$ cat config.mk
export PLATFORM = sky130hd
export DESIGN_NAME = ocvp_ctrl
export DESIGN_NICKNAME = d
export VERILOG_FILES = /design/src/sv/ocvp_pkg.sv /design/src/sv/ocvp_ctrl.sv
export SDC_FILE = /design/constraint.sdc
export NUM_CORES = 1
export LEC_CHECK = 0
export ABC_AREA = 0
export BUFFER_PORTS_ARGS = -buffer_cell sky130_fd_sc_hd__buf_2
export CORE_MARGIN = 2
export CORE_UTILIZATION = 35
export DETAILED_ROUTE_END_ITERATION = 10
export MAX_ROUTING_LAYER = met4
export SYNTH_ARGS = -nofsm -noshare
export SYNTH_HDL_FRONTEND = slang
export SYNTH_SLANG_ARGS = --single-unit
$ cat constraint.sdc
create_clock -name i_clk -period 2.9 [get_ports i_clk]
set_input_delay 0.58 -clock i_clk [delete_from_list [all_inputs] [get_ports i_clk]]
set_output_delay 0.58 -clock i_clk [all_outputs]
set_load 0.05 [all_outputs]
$ cat src/sv/ocvp_pkg.sv
package ocvp_pkg;

    localparam logic [1:0] ST_OK    = 2'd0;
    localparam logic [1:0] ST_FEW   = 2'd1;
    localparam logic [1:0] ST_SAME  = 2'd2;

    localparam logic [1:0] LAST_AXIS = 2'd2;

    typedef struct packed {
        logic       rd;
        logic       check;
        logic       mul_a;
        logic       mul_b;
        logic       div_s;
        logic       div_o;
        logic       save_s;
        logic       save_o;
        logic       emit;
        logic [1:0] axis;
    } t_cmd;

    typedef struct packed {
        logic ignore;
        logic keep;
        logic few;
        logic same;
        logic div_done;
        logic out_free;
    } t_stat;

endpackage

$ cat src/sv/ocvp_ctrl.sv
module ocvp_ctrl (
    input  logic             i_clk,
    input  logic             i_rst_n,
    input  logic             i_in_valid,
    output logic             o_in_ready,
    input  ocvp_pkg::t_stat  i_stat,
    output ocvp_pkg::t_cmd   o_cmd
);

    typedef enum logic [9:0] {
        S_IDLE  = 10'b00_0000_0001,
        S_READ  = 10'b00_0000_0010,
        S_CHECK = 10'b00_0000_0100,
        S_MULA  = 10'b00_0000_1000,
        S_MULB  = 10'b00_0001_0000,
        S_DIVS  = 10'b00_0010_0000,
        S_WAITS = 10'b00_0100_0000,
        S_DIVO  = 10'b00_1000_0000,
        S_WAITO = 10'b01_0000_0000,
        S_EMIT  = 10'b10_0000_0000
    } t_state;

    t_state     r_state, n_state;
    logic [1:0] r_axis, n_axis;

    always_comb begin
        n_state = r_state;
        n_axis  = r_axis;
        unique case (r_state)
            S_IDLE:  if (i_in_valid) n_state = S_READ;
            S_READ:  n_state = S_CHECK;
            S_CHECK: begin
                n_axis = '0;
                priority if (i_stat.ignore || !i_stat.keep) n_state = S_IDLE;
                else if (i_stat.few || i_stat.same)         n_state = S_EMIT;
                else                                        n_state = S_MULA;
            end
            S_MULA:  n_state = S_MULB;
            S_MULB:  n_state = S_DIVS;
            S_DIVS:  n_state = S_WAITS;
            S_WAITS: if (i_stat.div_done) n_state = S_DIVO;
            S_DIVO:  n_state = S_WAITO;
            S_WAITO: begin
                if (i_stat.div_done) begin
                    if (r_axis == ocvp_pkg::LAST_AXIS) begin
                        n_state = S_EMIT;
                    end else begin
                        n_axis  = r_axis + 2'd1;
                        n_state = S_MULA;
                    end
                end
            end
            S_EMIT:  if (i_stat.out_free) n_state = S_IDLE;
            default: n_state = S_IDLE;
        endcase
    end

    always_ff @(posedge i_clk) begin
        if (!i_rst_n) begin
            r_state <= S_IDLE;
            r_axis  <= '0;
        end else begin
            r_state <= n_state;
            r_axis  <= n_axis;
        end
    end

    assign o_in_ready   = (r_state == S_IDLE);
    assign o_cmd.rd     = (r_state == S_READ);
    assign o_cmd.check  = (r_state == S_CHECK);
    assign o_cmd.mul_a  = (r_state == S_MULA);
    assign o_cmd.mul_b  = (r_state == S_MULB);
    assign o_cmd.div_s  = (r_state == S_DIVS);
    assign o_cmd.div_o  = (r_state == S_DIVO);
    assign o_cmd.save_s = (r_state == S_WAITS) && i_stat.div_done;
    assign o_cmd.save_o = (r_state == S_WAITO) && i_stat.div_done;
    assign o_cmd.emit   = (r_state == S_EMIT) && i_stat.out_free;
    assign o_cmd.axis   = r_axis;

endmodule

==> impl_metrics.csv <==
group,metric,value,unit
status,status,"finished, final reports clean",
die,start_util,0.3787,
die,ioPinCount,21,
pwr,p_clk_frac,0.328,
route,drc,0,
worst_setup_path,crit_type,"flip-flop to output pin",
pwr,comb_power_share,0.238,
worst_setup_path,timing.critical_path.required,2320,ps
worst_setup_path,crit_fanout,6,
clock_network,post_cts_buffers,0,
logic_synthesis,yosysUniqueCellTypes,38,
route,dr.pass1.iters,4,
clock_network,cts_made_buffers,3,
sta,timing.fmax,0.3942,GHz
pwr,swShare,0.3252,
sta,slew_violations,0,
route,avgViaCountPerCell,5.336,
clock_network,clk_latency,280,ps
worst_setup_path,cp_data_arrival_time,1960,ps
worst_hold_path,hold_path.class,"flip-flop to flip-flop",
clock_network,path_clk_slew,80,ps
pwr,power_density,444.7,nW/um2
global_routing,use_met3,0.03571,
global_routing,busiest_layer,"met2",
final_layout,fin_nets,124,
clock_network,cts_hold_buf,0,
logic_synthesis,yosysSeqAreaShare,0.3137,
worst_setup_path,crit_buf_inv,1,
sta,setup_slack,363.1,ps
sta,min_period,2537,ps
sta,fin_setup_tns,0,ps
global_routing,grt_pass1_wl,3070,um
place,gp_congestion,0.8723,
worst_setup_path,cp_slowest_cell,"nor4_2",
pwr,switching_power,0.0001353,W
logic_synthesis,synthCells,89,
route,detail_route.wl_per_cell,13.69,um
final_layout,syn_to_final_growth,22.22,%
job,maxCapViolations,0,
logic_synthesis,avgSynthCellArea,8.604,um2
final_layout,fin_util,0.4629,
final_layout,fill_cells,209,
worst_setup_path,worst_setup_path_end_kind,"output pin",
global_routing,grt_max_degree,9,
route,drt-initial-drc-count,13,
worst_setup_path,startpoint_type,"flip-flop",
die,rows,16,
pwr,p_leak,0.4047,nW
route,vias,747,
sta,post-route-period-util,0.8748,
die,die_y,50.78,um
logic_synthesis,synthesis.area,765.7,um2
worst_setup_path,r2r_setup_slack,940,ps
clock_network,cts-root-buf,"clkbuf_4",
worst_setup_path,path_delay_family,"simple AND/OR/NAND/NOR gates",
clock_network,cts.sinks,12,
final_layout,drive_gt1_frac,0.2655,
sta,setup_viol,0,
die,dieArea,2578,um2
final_layout,fin_area,935.9,um2
pwr,intPower,0.0002808,W
die,core,2022,um2
sta,clock_skew,5.175,ps
place,pre_cts_ws,641.9,ps
die,die-width,50.78,um
clock_network,clockBufferDepth,2,
global_routing,use_met2,0.2697,
sta,grt_setup_unrepaired,"no",
worst_setup_path,crit_path_max_incr_delay,540,ps
logic_synthesis,ys_warn_count,0,
clock_network,h-tree-depth,1,
place,place_hpwl,1484,um
global_routing,grt_overflow,0,
sta,hold_viol,0,
route,wl,1917,um
worst_setup_path,crit_chain,"nor4_2 > and2_1 > and4b_1 > buf_2",
clock_network,cts_tree,"done",
final_layout,antenna_cells,0,
pwr,pwr-share-seq,0.434,
pwr,vdd_ir_drop_max,0.0002505,V
global_routing,antenna_found_initial,0,
sta,relSlewSlack,0.6329,
global_routing,grt_use_met1,0.1920,
place,io_buffers,20,
global_routing,grt_pass1_vias,695,
logic_synthesis,syn_nets,99,
global_routing,grt_usage,0.1635,
place,placed_area,899.6,um2
sta,worstMarginPinSlew,546.4,ps
route,postRouteAntennaNets,0,
clock_network,cts_resized,0,
logic_synthesis,ys_ff_latch,12,
[registers in the layout, summed over array words and instances (netlist names)]
register and cells:
r_axis 2, r_state 10
[metrics by stage]
stage	hold WS [ps]	std cells	total power [W]
5_1_grt	541.8	140	0.0004365
4_1_cts	513.7	140	0.0004192
3_3_place_gp	510.3	136	0.0002813
6_report	514.9	140	0.0004162
2_1_floorplan	603.4	89	0.0002550
3_5_place_dp	500.7	136	0.0002817
[worst register-to-register path: stages, from the launching register on]
cell      delay, ps
dfxtp_1         380
nor4_2          540
nand4b_1        350
nor2_1          310
nor4_1           90
o21a_1          180
[final cells by class]
type,instances,area (um2),share of cell area
multi-input cells,71,503.0,0.5374
flip-flops and latches,12,240.2,0.2567
repair buffers,20,100.1,0.1070
clock buffers,4,36.28,0.03877
well taps,27,33.78,0.03610
inverters,6,22.52,0.02406
[synthesized netlist by cell type, drive strengths merged]
cell type,n,area share
nor4b,3,0.034
o31a,1,0.011
and2,2,0.016
or3,2,0.016
nor3,4,0.041
a21oi,4,0.031
ha,1,0.016
nand3b,1,0.0098
o32ai,1,0.011
a211oi,1,0.0098
and4,2,0.023
xor2,2,0.023
a32oi,1,0.011
o22ai,2,0.016
o211ai,1,0.0098
o22a,1,0.011
nor2b,2,0.016
o21a,3,0.029
dfxtp,12,0.31
nand4b,2,0.023
nor3b,2,0.020
nand2,5,0.025
nand3,1,0.0065
nor2,11,0.054
and4b,3,0.039
xnor2,1,0.011
nor4,4,0.060
mux2i,1,0.013
nand4,3,0.033
o21ai,3,0.025
inv,6,0.029
a21o,1,0.0098
[final timing paths]
check | endpoint | from | depth (start not counted)
max | o_cmd[6] | r_state[2] | 4
min | r_axis[1] | r_axis[1] | 2
max reg2reg | r_state[9] | r_state[2] | 5
min reg2reg | r_axis[1] | r_axis[1] | 2
[logic make-up (layout without fill, tap and decap cells)]
logic type,after synthesis,after routing,share of synthesized area
xor+xnor,3,3,0.03432
buf+inv,6,30,0.02941
compound gates,19,19,0.1765
simple gates,47,47,0.4167
flops,12,12,0.3137
fa+ha+maj,1,1,0.01634
mux,1,1,0.01307
[power by group through the flow]
stage / sequential, W / clock (W) / combinational (W)
after floorplan: 0.000182 / 0 / 0.0000728
after global placement: 0.000184 / 0 / 0.0000974
after detailed placement: 0.000184 / 0 / 0.0000975
after CTS: 0.000180 / 0.000140 / 0.0000985
after global routing: 0.000181 / 0.000146 / 0.000109
final: 0.000181 / 0.000137 / 0.0000989
[placed cells by master (no fill, tap or decap), types with 2 or more instances in the layout]
cell type,instances
nor2_1,11
nor3b_1,2
nor4_1,2
inv_1,6
nand4b_1,2
nand4_1,2
xor2_1,2
nor3_1,3
nor2b_1,2
and4b_1,3
o21ai_0,2
and4_1,2
clkbuf_4,3
o21a_1,3
buf_2,20
or3_1,2
nor4b_1,3
o22ai_1,2
dfxtp_1,12
a21oi_1,3
nand2_1,5
and2_1,2
[layer usage]
| layer | part of all wire | wire length, um |
|---|---|---|
| met3 | 0.029 | 55 |
| met2 | 0.49 | 930 |
| met5 | 0 | 0 |
| met4 | 0.014 | 27 |
| met1 | 0.47 | 904 |
(Power assumes the default switching activity.)
